--- src/rtl/gwwb_pkg.sv ---
// Shared types, constants and state codes of the gray-world white balance unit.
// No dependencies; every other file of the block imports this package.
`default_nettype none

package gwwb_pkg;

   // Pixel bound is 2**MAX_PIXELS_LOG2; the tally must be able to hold the bound itself.
   localparam int MAX_PIXELS_LOG2 = 24;
   localparam int TALLY_W         = MAX_PIXELS_LOG2 + 1;

   localparam int SUM_W   = 32;
   localparam int PIX_W   = 8;
   localparam int AVG_W   = 16;
   localparam int GAIN_W  = 20;
   localparam int COUNT_W = 25;
   localparam int TOTAL_W = AVG_W + 2;

   // Divisor and partial remainder width of the shared divider.
   localparam int DIV_W  = (TALLY_W > TOTAL_W) ? TALLY_W : TOTAL_W;
   localparam int STEP_W = $clog2(GAIN_W + 1);

   localparam logic [STEP_W-1:0] AVG_STEPS  = STEP_W'(AVG_W);
   localparam logic [STEP_W-1:0] GAIN_STEPS = STEP_W'(GAIN_W);

   localparam logic [SUM_W-1:0]  SUM_MAX     = '1;
   localparam logic [GAIN_W-1:0] GAIN_MAX    = '1;
   localparam logic [AVG_W-1:0]  MIN_AVG_RST = AVG_W'(653);

   // Channel codes.
   localparam int CH_N = 3;
   localparam int CH_W = $clog2(CH_N);
   localparam logic [CH_W-1:0] CH_RED   = CH_W'(0);
   localparam logic [CH_W-1:0] CH_GREEN = CH_W'(1);
   localparam logic [CH_W-1:0] CH_BLUE  = CH_W'(2);
   localparam logic [CH_W-1:0] CH_LAST  = CH_BLUE;

   // Depth of the queue between the accumulator and the divide sequencer.
   localparam int Q_DEPTH = 2;
   localparam int Q_PTR_W = $clog2(Q_DEPTH);
   localparam int Q_CNT_W = $clog2(Q_DEPTH + 1);

   typedef struct packed {
      logic [PIX_W-1:0] red;
      logic [PIX_W-1:0] green;
      logic [PIX_W-1:0] blue;
      logic             last_pixel;
   } gwwb_req_type;

   typedef struct packed {
      logic [AVG_W-1:0]   avg_red;
      logic [AVG_W-1:0]   avg_green;
      logic [AVG_W-1:0]   avg_blue;
      logic [GAIN_W-1:0]  gain_red;
      logic [GAIN_W-1:0]  gain_green;
      logic [GAIN_W-1:0]  gain_blue;
      logic [COUNT_W-1:0] pixels_counted;
      logic               count_overflow;
   } gwwb_rsp_type;

   // Finished accumulation of one image, handed from front to back.
   typedef struct packed {
      logic [SUM_W-1:0]   red_sum;
      logic [SUM_W-1:0]   green_sum;
      logic [SUM_W-1:0]   blue_sum;
      logic [TALLY_W-1:0] tally;
      logic               overflow;
   } gwwb_snap_type;

   typedef struct packed {
      logic full;
      logic empty;
   } gwwb_q_stat_type;

   typedef struct packed {
      logic              start;
      logic [STEP_W-1:0] steps;
      logic [DIV_W-1:0]  dividend_hi;
      logic [GAIN_W-1:0] dividend_lo;
      logic [DIV_W-1:0]  divisor;
   } gwwb_div_req_type;

   typedef enum logic [1:0] {
      BK_IDLE,
      BK_LOAD,
      BK_WAIT,
      BK_EMIT
   } gwwb_bk_state_type;

endpackage

`default_nettype wire

--- src/rtl/gray_world_white_balance_unit.sv ---
// Top level of the gray-world white balance unit.
// Depends on gwwb_pkg, gwwb_front, gwwb_queue and gwwb_back.
//
// The unit takes one 8-bit RGB pixel per cycle on the req channel and adds it
// into saturating 32-bit channel sums and a pixel tally (bounded at
// 2**MAX_PIXELS_LOG2; pixels past the bound are dropped and flag an overflow).
// The pixel marked last_pixel closes the image: its snapshot goes into a
// two-entry queue and the sums clear at once, so the next image streams in
// without a gap. A sequencer behind the queue works out the three channel
// averages (Q8.8, floored at min_average) and the three Q8.12 gains with one
// shared divider that produces one quotient bit per cycle. With the back end
// free, the sequencer takes the image from the queue, works out each average
// and then each gain through the divider and loads the output register; a
// gain that saturates skips the divider. Gains saturate at full scale,
// including a zero average. The req channel holds every pixel back while two
// finished images wait in the queue behind the one being worked on. The
// result sits in an output register until rsp_ready takes it.
// min_average is written through the csr channel and resets to 653; it must
// be written only while the unit is idle, which the unit does not enforce.
`default_nettype none

module gray_world_white_balance_unit (
   input  wire                        clock,
   input  wire                        reset,
   input  wire                        req_valid,
   output logic                       req_ready,
   input  gwwb_pkg::gwwb_req_type     req_data,
   output logic                       rsp_valid,
   input  wire                        rsp_ready,
   output gwwb_pkg::gwwb_rsp_type     rsp_data,
   input  wire                        csr_valid,
   output logic                       csr_ready,
   input  wire [gwwb_pkg::AVG_W-1:0]  csr_data
);
   import gwwb_pkg::*;

   logic [AVG_W-1:0] min_average_ff;

   logic             req_accept;
   logic             push;
   gwwb_snap_type    push_data;
   logic             pop;
   gwwb_snap_type    pop_data;
   gwwb_q_stat_type  q_stat;

   // Hold pixels back only while the queue cannot take another image.
   assign req_ready  = ~q_stat.full;
   assign req_accept = req_valid & req_ready;
   assign csr_ready  = 1'b1;

   always_ff @(posedge clock) begin
      if (reset) begin
         min_average_ff <= MIN_AVG_RST;
      end else if (csr_valid) begin
         min_average_ff <= csr_data;
      end
   end

   gwwb_front u_front (
      .clock     (clock),
      .reset     (reset),
      .accept    (req_accept),
      .req_data  (req_data),
      .push      (push),
      .push_data (push_data)
   );

   gwwb_queue u_queue (
      .clock     (clock),
      .reset     (reset),
      .push      (push),
      .push_data (push_data),
      .pop       (pop),
      .pop_data  (pop_data),
      .stat      (q_stat)
   );

   gwwb_back u_back (
      .clock       (clock),
      .reset       (reset),
      .min_average (min_average_ff),
      .q_stat      (q_stat),
      .pop_data    (pop_data),
      .pop         (pop),
      .rsp_ready   (rsp_ready),
      .rsp_valid   (rsp_valid),
      .rsp_data    (rsp_data)
   );

endmodule

`default_nettype wire

--- src/rtl/gwwb_front.sv ---
// Front end: accepts pixels, keeps saturating channel sums and the pixel tally.
// Depends on gwwb_pkg; pushes one snapshot per image into gwwb_queue.
`default_nettype none

module gwwb_front (
   input  wire                  clock,
   input  wire                  reset,
   input  wire                  accept,
   input  gwwb_pkg::gwwb_req_type req_data,
   output logic                 push,
   output gwwb_pkg::gwwb_snap_type push_data
);
   import gwwb_pkg::*;

   logic [SUM_W-1:0]   red_sum_ff, green_sum_ff, blue_sum_ff;
   logic [TALLY_W-1:0] tally_ff;
   logic               overflow_ff;

   logic [SUM_W:0]     red_add, green_add, blue_add;
   logic               room;
   gwwb_snap_type      acc;

   always_comb begin
      red_add   = {1'b0, red_sum_ff}   + (SUM_W+1)'(req_data.red);
      green_add = {1'b0, green_sum_ff} + (SUM_W+1)'(req_data.green);
      blue_add  = {1'b0, blue_sum_ff}  + (SUM_W+1)'(req_data.blue);
      // Tally never passes the bound, so its top bit set means the bound is reached.
      room = ~tally_ff[TALLY_W-1];
      if (room) begin
         acc.red_sum   = red_add[SUM_W]   ? SUM_MAX : red_add[SUM_W-1:0];
         acc.green_sum = green_add[SUM_W] ? SUM_MAX : green_add[SUM_W-1:0];
         acc.blue_sum  = blue_add[SUM_W]  ? SUM_MAX : blue_add[SUM_W-1:0];
         acc.tally     = tally_ff + TALLY_W'(1);
         acc.overflow  = overflow_ff | red_add[SUM_W] | green_add[SUM_W] | blue_add[SUM_W];
      end else begin
         acc.red_sum   = red_sum_ff;
         acc.green_sum = green_sum_ff;
         acc.blue_sum  = blue_sum_ff;
         acc.tally     = tally_ff;
         acc.overflow  = 1'b1;
      end
      push      = accept & req_data.last_pixel;
      push_data = acc;
   end

   always_ff @(posedge clock) begin
      if (reset) begin
         red_sum_ff   <= '0;
         green_sum_ff <= '0;
         blue_sum_ff  <= '0;
         tally_ff     <= '0;
         overflow_ff  <= 1'b0;
      end else if (accept) begin
         if (req_data.last_pixel) begin
            // Clear for the next image.
            red_sum_ff   <= '0;
            green_sum_ff <= '0;
            blue_sum_ff  <= '0;
            tally_ff     <= '0;
            overflow_ff  <= 1'b0;
         end else begin
            red_sum_ff   <= acc.red_sum;
            green_sum_ff <= acc.green_sum;
            blue_sum_ff  <= acc.blue_sum;
            tally_ff     <= acc.tally;
            overflow_ff  <= acc.overflow;
         end
      end
   end

endmodule

`default_nettype wire

--- src/rtl/gwwb_queue.sv ---
// Short FIFO of image snapshots between the accumulator and the divide sequencer.
// Depends on gwwb_pkg for the snapshot type and depth.
`default_nettype none

module gwwb_queue (
   input  wire                     clock,
   input  wire                     reset,
   input  wire                     push,
   input  gwwb_pkg::gwwb_snap_type push_data,
   input  wire                     pop,
   output gwwb_pkg::gwwb_snap_type pop_data,
   output gwwb_pkg::gwwb_q_stat_type stat
);
   import gwwb_pkg::*;

   gwwb_snap_type       entry_ff [Q_DEPTH];
   logic [Q_PTR_W-1:0]  wr_ptr_ff, rd_ptr_ff;
   logic [Q_CNT_W-1:0]  count_ff;

   function automatic logic [Q_PTR_W-1:0] ptr_next(input logic [Q_PTR_W-1:0] p);
      logic [Q_PTR_W-1:0] r;
      r = (p == Q_PTR_W'(Q_DEPTH - 1)) ? '0 : p + Q_PTR_W'(1);
      return r;
   endfunction

   assign pop_data   = entry_ff[rd_ptr_ff];
   assign stat.full  = (count_ff == Q_CNT_W'(Q_DEPTH));
   assign stat.empty = (count_ff == '0);

   always_ff @(posedge clock) begin
      if (push) begin
         entry_ff[wr_ptr_ff] <= push_data;
      end
   end

   always_ff @(posedge clock) begin
      if (reset) begin
         wr_ptr_ff <= '0;
         rd_ptr_ff <= '0;
         count_ff  <= '0;
      end else begin
         if (push) begin
            wr_ptr_ff <= ptr_next(wr_ptr_ff);
         end
         if (pop) begin
            rd_ptr_ff <= ptr_next(rd_ptr_ff);
         end
         if (push && !pop) begin
            count_ff <= count_ff + Q_CNT_W'(1);
         end else if (pop && !push) begin
            count_ff <= count_ff - Q_CNT_W'(1);
         end
      end
   end

endmodule

`default_nettype wire

--- src/rtl/gwwb_div.sv ---
// Iterative restoring divider, one quotient bit per cycle, shared by all six quotients.
// Depends on gwwb_pkg; caller guarantees the upper dividend part is below the divisor.
`default_nettype none

module gwwb_div (
   input  wire                        clock,
   input  wire                        reset,
   input  gwwb_pkg::gwwb_div_req_type req,
   output logic                       done,
   output logic [gwwb_pkg::GAIN_W-1:0] quotient
);
   import gwwb_pkg::*;

   logic [DIV_W-1:0]  rem_ff, rem_in;
   logic [DIV_W-1:0]  divisor_ff;
   logic [GAIN_W-1:0] lo_ff;
   logic [GAIN_W-1:0] quot_ff, quot_in;
   logic [STEP_W-1:0] cnt_ff;
   logic              busy_ff, done_ff;

   logic [DIV_W:0]    trial, diff;
   logic              qbit;

   always_comb begin
      trial   = {rem_ff, lo_ff[GAIN_W-1]};
      diff    = trial - {1'b0, divisor_ff};
      qbit    = (trial >= {1'b0, divisor_ff});
      rem_in  = qbit ? diff[DIV_W-1:0] : trial[DIV_W-1:0];
      quot_in = {quot_ff[GAIN_W-2:0], qbit};
   end

   assign done     = done_ff;
   assign quotient = quot_ff;

   always_ff @(posedge clock) begin
      if (req.start) begin
         rem_ff     <= req.dividend_hi;
         lo_ff      <= req.dividend_lo;
         divisor_ff <= req.divisor;
         quot_ff    <= '0;
      end else if (busy_ff) begin
         rem_ff  <= rem_in;
         lo_ff   <= {lo_ff[GAIN_W-2:0], 1'b0};
         quot_ff <= quot_in;
      end
   end

   always_ff @(posedge clock) begin
      if (reset) begin
         busy_ff <= 1'b0;
         done_ff <= 1'b0;
         cnt_ff  <= '0;
      end else begin
         done_ff <= 1'b0;
         if (req.start) begin
            busy_ff <= 1'b1;
            cnt_ff  <= req.steps;
         end else if (busy_ff) begin
            cnt_ff <= cnt_ff - STEP_W'(1);
            if (cnt_ff == STEP_W'(1)) begin
               busy_ff <= 1'b0;
               done_ff <= 1'b1;
            end
         end
      end
   end

endmodule

`default_nettype wire

--- src/rtl/gwwb_back.sv ---
// Back end: per image, three averages then three gains (each through the shared divider
// unless saturated), then the result register. Depends on gwwb_pkg and gwwb_div.
`default_nettype none

module gwwb_back (
   input  wire                         clock,
   input  wire                         reset,
   input  wire [gwwb_pkg::AVG_W-1:0]   min_average,
   input  gwwb_pkg::gwwb_q_stat_type   q_stat,
   input  gwwb_pkg::gwwb_snap_type     pop_data,
   output logic                        pop,
   input  wire                         rsp_ready,
   output logic                        rsp_valid,
   output gwwb_pkg::gwwb_rsp_type      rsp_data
);
   import gwwb_pkg::*;

   gwwb_bk_state_type state_ff, state_in;

   gwwb_snap_type     snap_ff;
   logic [CH_W-1:0]   ch_ff;
   logic              gain_phase_ff;
   logic [AVG_W-1:0]  avg_ff  [CH_N];
   logic [GAIN_W-1:0] gain_ff [CH_N];
   logic [TOTAL_W-1:0] total_ff;
   logic              rsp_valid_ff;
   gwwb_rsp_type      rsp_data_ff;

   gwwb_div_req_type  div_req;
   logic              div_done;
   logic [GAIN_W-1:0] div_quot;

   logic [SUM_W-1:0]   sum_sel;
   logic [AVG_W-1:0]   avg_sel;
   logic [TOTAL_W-1:0] div3;
   logic               gain_sat;
   logic [AVG_W-1:0]   avg_floored;
   logic               ch_step;
   logic               emit;

   gwwb_div u_div (
      .clock    (clock),
      .reset    (reset),
      .req      (div_req),
      .done     (div_done),
      .quotient (div_quot)
   );

   always_comb begin
      case (ch_ff)
         CH_RED:   sum_sel = snap_ff.red_sum;
         CH_GREEN: sum_sel = snap_ff.green_sum;
         default:  sum_sel = snap_ff.blue_sum;
      endcase
      avg_sel = avg_ff[ch_ff];
      div3    = {2'b00, avg_sel} + {1'b0, avg_sel, 1'b0};
      // Quotient reaches 2**20 exactly when total >= 256 * 3 * avg; covers avg of zero too.
      gain_sat = ({8'd0, total_ff} >= {div3, 8'd0});
      avg_floored = (div_quot[AVG_W-1:0] < min_average) ? min_average : div_quot[AVG_W-1:0];

      div_req.start = 1'b0;
      if (gain_phase_ff) begin
         div_req.steps       = GAIN_STEPS;
         div_req.dividend_hi = DIV_W'(total_ff[TOTAL_W-1:8]);
         div_req.dividend_lo = {total_ff[7:0], 12'd0};
         div_req.divisor     = DIV_W'(div3);
      end else begin
         div_req.steps       = AVG_STEPS;
         div_req.dividend_hi = DIV_W'(sum_sel[SUM_W-1:8]);
         div_req.dividend_lo = {sum_sel[7:0], 12'd0};
         div_req.divisor     = DIV_W'(snap_ff.tally);
      end

      state_in = state_ff;
      pop      = 1'b0;
      ch_step  = 1'b0;
      emit     = 1'b0;
      case (state_ff)
         BK_IDLE: begin
            if (!q_stat.empty) begin
               pop      = 1'b1;
               state_in = BK_LOAD;
            end
         end
         BK_LOAD: begin
            if (gain_phase_ff && gain_sat) begin
               ch_step = 1'b1;
               if (ch_ff == CH_LAST) begin
                  state_in = BK_EMIT;
               end
            end else begin
               div_req.start = 1'b1;
               state_in      = BK_WAIT;
            end
         end
         BK_WAIT: begin
            if (div_done) begin
               ch_step  = 1'b1;
               state_in = (gain_phase_ff && ch_ff == CH_LAST) ? BK_EMIT : BK_LOAD;
            end
         end
         BK_EMIT: begin
            if (!rsp_valid_ff || rsp_ready) begin
               emit     = 1'b1;
               state_in = BK_IDLE;
            end
         end
         default: state_in = BK_IDLE;
      endcase
   end

   always_ff @(posedge clock) begin
      if (reset) begin
         state_ff <= BK_IDLE;
      end else begin
         state_ff <= state_in;
      end
   end

   // Sequencer position and result handshake.
   always_ff @(posedge clock) begin
      if (reset) begin
         ch_ff         <= CH_RED;
         gain_phase_ff <= 1'b0;
         rsp_valid_ff  <= 1'b0;
      end else begin
         if (pop) begin
            ch_ff         <= CH_RED;
            gain_phase_ff <= 1'b0;
         end else if (ch_step) begin
            if (ch_ff == CH_LAST) begin
               ch_ff         <= CH_RED;
               gain_phase_ff <= 1'b1;
            end else begin
               ch_ff <= ch_ff + CH_W'(1);
            end
         end
         if (emit) begin
            rsp_valid_ff <= 1'b1;
         end else if (rsp_ready) begin
            rsp_valid_ff <= 1'b0;
         end
      end
   end

   always_ff @(posedge clock) begin
      if (pop) begin
         snap_ff <= pop_data;
      end
      if (state_ff == BK_LOAD && gain_phase_ff && gain_sat) begin
         gain_ff[ch_ff] <= GAIN_MAX;
      end
      if (state_ff == BK_WAIT && div_done) begin
         if (gain_phase_ff) begin
            gain_ff[ch_ff] <= div_quot;
         end else begin
            avg_ff[ch_ff] <= avg_floored;
            if (ch_ff == CH_LAST) begin
               total_ff <= {2'b00, avg_ff[CH_RED]} + {2'b00, avg_ff[CH_GREEN]}
                           + {2'b00, avg_floored};
            end
         end
      end
      if (emit) begin
         rsp_data_ff.avg_red        <= avg_ff[CH_RED];
         rsp_data_ff.avg_green      <= avg_ff[CH_GREEN];
         rsp_data_ff.avg_blue       <= avg_ff[CH_BLUE];
         rsp_data_ff.gain_red       <= gain_ff[CH_RED];
         rsp_data_ff.gain_green     <= gain_ff[CH_GREEN];
         rsp_data_ff.gain_blue      <= gain_ff[CH_BLUE];
         rsp_data_ff.pixels_counted <= COUNT_W'(snap_ff.tally);
         rsp_data_ff.count_overflow <= snap_ff.overflow;
      end
   end

   assign rsp_valid = rsp_valid_ff;
   assign rsp_data  = rsp_data_ff;

endmodule

`default_nettype wire

--- config.mk ---
export PLATFORM = sky130hd
export DESIGN_NAME = gray_world_white_balance_unit
export DESIGN_NICKNAME = d
export VERILOG_FILES = /design/src/rtl/gwwb_pkg.sv /design/src/rtl/gray_world_white_balance_unit.sv /design/src/rtl/gwwb_front.sv /design/src/rtl/gwwb_queue.sv /design/src/rtl/gwwb_div.sv /design/src/rtl/gwwb_back.sv
export SDC_FILE = /design/constraint.sdc
export NUM_CORES = 1
export LEC_CHECK = 0
export ABC_AREA = 1
export BUFFER_PORTS_ARGS = -buffer_cell sky130_fd_sc_hd__buf_2
export CORE_ASPECT_RATIO = 0.75
export CORE_UTILIZATION = 45
export CTS_CLUSTER_DIAMETER = 100
export CTS_CLUSTER_SIZE = 16
export DETAILED_ROUTE_END_ITERATION = 16
export GPL_TIMING_DRIVEN = 0
export PLACE_DENSITY_LB_ADDON = 0.08
export REMOVE_ABC_BUFFERS = 1
export SYNTH_ARGS = -nofsm -noshare
export SYNTH_HDL_FRONTEND = slang
export SYNTH_HIERARCHICAL = 1
export SYNTH_SLANG_ARGS = --single-unit
--- constraint.sdc ---
create_clock -name clock -period 20.1 [get_ports clock]
set_input_delay 2.01 -clock clock [delete_from_list [all_inputs] [get_ports clock]]
set_output_delay 2.01 -clock clock [all_outputs]
set_load 0.05 [all_outputs]
# After elaboration in Yosys (flattened, before gate mapping)
# Memories as Yosys holds them, arrays and structs flattened. A register that Yosys moved wholly into a read port is not among the register bits.
# Cells that the tools add are included.
# classes
add_sub_neg,14
n_lt_le_gt_ge,3
n_div,0
reduce_logical,22
eq_ne,11
shifts,0
bitwise_logic,9
multipliers,0
muxes,59
# op_table
operator,count
2-to-1 mux 32 bit,6
2-to-1 mux 122 bit,1
2-to-1 mux 25 bit,4
adder 32 x 8 -> 33 bit,3
2-to-1 mux 73 bit,1
one-hot mux 32 bit (2 select lines),1
2-to-1 mux 20 bit,3
2-to-1 mux 1 bit,27
>= comparator 18 x 26 -> 1 bit,1
>= comparator 26 x 25 -> 1 bit,1
adder 25 x 1 -> 25 bit (second input constant),1
subtractor 25 bit,1
2-to-1 mux 2 bit,11
adder 16 x 17 -> 18 bit,1
adder 18 x 16 -> 18 bit,1
adder 16 x 16 -> 17 bit,1
less-than comparator 16 bit,1
2-to-1 mux 16 bit,1
2-to-1 mux 5 bit,2
equality test 2 bit (second input constant),4
one-hot mux 2 bit (4 select lines),1
logical AND 1 bit,7
zero test 2 bit,3
nonzero test 2 bit,3
other kinds (20),32
# word_totals
ram_bits,352
romBits,0
regBits,321
latch_bits,0
elab_cells,147
n_memories,3
output_inout_bits,137
inputBits,46
# memory_table
memory,depth,width,read_ports,rd_ports_with_merged_regs,wr,line_no,source
u_queue.entry_ff,2,122,1,1,1,gwwb_queue.sv:16,gwwb_snap_type entry_ff [Q_DEPTH];
u_back.gain_ff,3,20,3,3,1,gwwb_back.sv:24,logic [GAIN_W-1:0] gain_ff [CH_N];
u_back.avg_ff,3,16,4,2,1,gwwb_back.sv:23,logic [AVG_W-1:0] avg_ff [CH_N];

# Depth between registers and ports, before layout
# depth
ltp_word,8
depth_mapped,32
ltp_nobuf,30

# Hierarchy
# Netlist, hierarchy kept.
# by_module_without_submodules
module,cells_per_inst,area_each_um2,instances,seq_area_each_um2
gwwb_back,1399,17309.1,1,12111.6
gwwb_front,1593,9723.1,1,2442.3
gwwb_queue,413,9364.0,1,7427.1
gwwb_div,847,6123.4,1,2642.5
gray_world_white_balance_unit,97,668.1,1,320.3

# Worst setup path after synthesis
# Ideal clock, no wire load.
# synth_timing
path_type,in2reg
from,input rsp_ready
to,"register u_back.rsp_data_ff, in the netlist u_back/rsp_data[0] (enable)"
required_time_ns,19.429
n_path_buf,0
setup_ns,0.671
slack_ns,10.965
stages,2
arrival_ns,8.464
path_cell_list,inv_1 a21oi_1
# synth_via
elab_chain_len,3
# synth_lines
element,line_no,source
start: declaration,gray_world_white_balance_unit.sv:29,"input wire rsp_ready,"
logical OR 1 bit,gwwb_back.sv:103,if (!rsp_valid_ff || rsp_ready) begin
2-to-1 mux 1 bit,gwwb_back.sv:103,
2-to-1 mux 1 bit,gwwb_back.sv:78,case (state_ff)
via u_back.emit,gwwb_back.sv:39,logic emit;
end: declaration,gwwb_back.sv:27,gwwb_rsp_type rsp_data_ff;
# The timed path passes the listed nets, and every way through them passes these cells.
# A chain may end at the register's enable or synchronous reset.

==> results_dict.tcl <==
set metrics [dict create \
    number_of_antenna_violations_at_the_first_check_in_global_routing 1 \
    routed_via_density 5.09 \
    postSynthRegisterBits 890 \
    synth.avg_cell_area_sq_um 9.93 \
    total_nets_final 4687 \
    core_sq_um 95200 \
    status "complete, no violations" \
    final_cell_mix "sky130_fd_sc_hd__nand2_1, sky130_fd_sc_hd__edfxtp_1, sky130_fd_sc_hd__inv_1" \
    cell_area_after_technology_mapping_sq_um 43200 \
    power-per-cell-area_nw_per_um2 108 \
    floorplan.initialDensity_pct 45.4 \
    overflow 0 \
    grt_setup_unrepaired "false" \
    route.final.wire_length_um 106000 \
    fin_setup_tns_ns 0 \
    die_w_um 360 \
    worst_skew_pair.late_latency_ns 0.68 \
    cpPeakStageDelay_ns 1.08 \
    timing_hold_violations_final 0 \
    worst_path_most_repeated_cell "sky130_fd_sc_hd__nand2_1" \
    seq_area_frac_synth_pct 57.8 \
    maxCapViolCount 0 \
    critical_path_buf_inv_count 7 \
    leading_register_cell_type_out_of_synthesis "sky130_fd_sc_hd__edfxtp_1" \
    clock-skew-final_ns 0.0295 \
    cp-end-kind "register" \
    gpl_congestion 0.896 \
    drt_first_iter_violations 2398 \
    grt_max_degree 99 \
    drv_slew 0 \
    asyncSetResetFlopFracSynth_pct 0 \
    postCtsSetupBuffers 0 \
    grtUsageTotal_pct 21.7 \
    place.detailed.hpwl_um 75900 \
    worst_ep_required_time_ns 20.66 \
    cts_resized 0 \
    clk_path_buf_depth 3 \
    postCtsHoldBufs 0 \
    synth_cells 4349 \
    first_global_vias 27082 \
    yosysTopAreaCell "sky130_fd_sc_hd__edfxtp_1" \
    crit_path_max_fanout 45 \
    timing.slew.headroom_pct 21.8 \
    vias 29565 \
    critPathTopFamily "compound AO/OA/AOI/OAI gates" \
    detail_route.drc_violations 0 \
    area_delta_synth_final_pct 10.2 \
    post_synth_edffs 712 \
    h-tree-depth 2 \
    tritoncts "done" \
    worst_path_max_delay_cell "sky130_fd_sc_hd__dfxtp_1" \
    clk_root_buffer_cell "sky130_fd_sc_hd__clkbuf_16" \
    crit_path_start_kind "register" \
    vdd_ir_drop_max_uv 68.8 \
    drive_gt1_share_pct 13.1 \
    max_freq_mhz 132 \
    timing.final.setup_violations 0 \
    top_level_ports 183 \
    row_count 98 \
    total_leakage_power_nw 19.5 \
    firstDrtPassIters 6 \
    cts.sinks 890 \
    synthDominantCellAreaShare_pct 49.5 \
    critical_path_arrival_ns 8.15 \
    synth_top_cells_by_area "sky130_fd_sc_hd__edfxtp_1, sky130_fd_sc_hd__nand2_1, sky130_fd_sc_hd__dfxtp_1, sky130_fd_sc_hd__inv_1, sky130_fd_sc_hd__ha_1" \
    final.period_utilization_pct 37.8 \
    synth.distinct_cells 61 \
    hp_class "register to register" \
    mostFrequentLayoutCell "sky130_fd_sc_hd__nand2_1" \
    routed_wire_length_per_instance_um 18.3 \
    clkTransAtPathRegs_ns 0.08 \
    grt_pass1_wl_um 163000 \
    number_of_port_buffers 181 \
    final_period_minus_worst_setup_slack_ns 7.59 \
    report.power.total_w 0.00515 \
    ys_warn_count 6 \
    chipHeight_um 270 \
    antenna_left 0 \
    worst-setup-path-type "register to register" \
    tightest_slew_ns 1.17 \
    area_of_the_die_sq_um 97200 \
    cts_inserted_buffers 61 \
]
==> area by class of cell <==
type	count	area (sq um)
fillers	8791	47600
multi-input cells	2739	15400
clock buffers	113	1740
inverters	596	2250
flip-flops and latches	890	25000
diodes	1	2.50
well taps	1250	1560
repair buffers	216	1630
clock inverters	3	45.0
==> worst reg2reg max path: cells and delay by family (launching register included) <==
| family | cells | cell delay (ns) |
|---|---|---|
| AO/OA/AOI/OAI | 7 | 2.00 |
| buffers and inverters | 7 | 1.60 |
| adder cells (fa/ha/maj) | 2 | 0.68 |
| AND/OR/NAND/NOR | 13 | 1.82 |
| flip-flops | 1 | 1.08 |
| XOR/XNOR | 1 | 0.29 |
==> cells in the mapped netlist (21+ instances only) <==
master / number
sky130_fd_sc_hd__inv_2: 22
sky130_fd_sc_hd__dfxtp_1: 178
sky130_fd_sc_hd__ha_1: 115
sky130_fd_sc_hd__buf_2: 34
sky130_fd_sc_hd__xor2_1: 35
sky130_fd_sc_hd__nor2_2: 23
sky130_fd_sc_hd__nand4_1: 79
sky130_fd_sc_hd__buf_6: 21
sky130_fd_sc_hd__nor3_1: 32
sky130_fd_sc_hd__a21oi_1: 236
sky130_fd_sc_hd__nand3_1: 223
sky130_fd_sc_hd__nand3_2: 56
sky130_fd_sc_hd__inv_1: 572
sky130_fd_sc_hd__nand2_1: 1234
sky130_fd_sc_hd__fa_1: 22
sky130_fd_sc_hd__nor2_1: 239
sky130_fd_sc_hd__mux2_2: 42
sky130_fd_sc_hd__edfxtp_1: 712
sky130_fd_sc_hd__o22ai_1: 22
sky130_fd_sc_hd__nand3b_1: 26
sky130_fd_sc_hd__o21ai_0: 83
sky130_fd_sc_hd__clkbuf_1: 73
sky130_fd_sc_hd__mux2_4: 80
sky130_fd_sc_hd__xnor2_1: 41
==> layer usage <==
metal | global-route usage, % | vias to the layer above | share of wire, %
li1 | - | 14693 | -
met1 | 34.5 | 14136 | 51
met2 | 30.9 | 644 | 41
met3 | 3.53 | 92 | 5.8
met4 | 3.82 | 0 | 1.3
met5 | 0 | - | 0
==> through the flow <==
| stage | cells | hold WS (ns) | instance area [sq um] | util (%) | setup slack [ns] |
|---|---|---|---|---|---|
| CTS | 5807 | 0.416 | 47600 | 50.0 | 12.53 |
| global placement | 5656 | 0.401 | 45000 | 47.3 | 2.56 |
| global route | 5807 | 0.422 | 47600 | 50.0 | 11.92 |
| detailed placement | 5691 | 0.405 | 45800 | 48.1 | 12.59 |
| floorplan | 4225 | 0.400 | 42500 | - | 9.05 |
| finish | 5808 | 0.420 | 47600 | 50.0 | 12.51 |
==> kinds of logic (layout without fill, tap and decap cells) <==
family	Yosys count	in the layout	share of synthesized area (%)
AOI/OAI and AO/OA	399	399	5.05
xor gates and xnor gates	76	76	1.54
adders and majority gates	137	137	4.35
buffers and inverters	735	928	6.91
DFF	890	890	57.8
muxes	122	122	3.88
other	3	19	0.0261
and+or+nand+nor	1987	1987	20.5
==> power by group <==
group | switching [W] | internal [W] | total (W) | leakage (nW)
Clock | 0.000623 | 0.000584 | 0.00121 | 0.845
Combinational | 0.000961 | 0.000488 | 0.00145 | 10.5
Sequential | 0.000134 | 0.00236 | 0.00250 | 8.14
Total | 0.00172 | 0.00343 | 0.00515 | 19.5
==> worst paths after layout <==
check                       start  slack (ns)                      to  cells past startpoint
max                      register       12.51  u_back/u_div/cnt_ff[0]                     30
min          u_back/gain_ff[2][1]        0.42     u_back/rsp_data[27]                      0
max reg2reg              register       12.51  u_back/u_div/cnt_ff[0]                     30
min reg2reg  u_back/gain_ff[2][1]        0.42     u_back/rsp_data[27]                      0
==> flip-flops by register name, indices dropped and copies added, names as in the netlist, 25 cells and up, named ones only <==
signal	cells
u_back/u_div/divisor_ff	25
u_front/red_sum_ff	32
u_front/green_sum_ff	32
u_back/gain_ff	60
u_back/avg_ff	64
u_back/snap_ff	122
u_front/blue_sum_ff	32
u_queue/entry_ff	244
u_back/u_div/rem_ff	25
u_back/rsp_data	134
u_front/tally_ff	25
(Power assumes the default switching activity.)
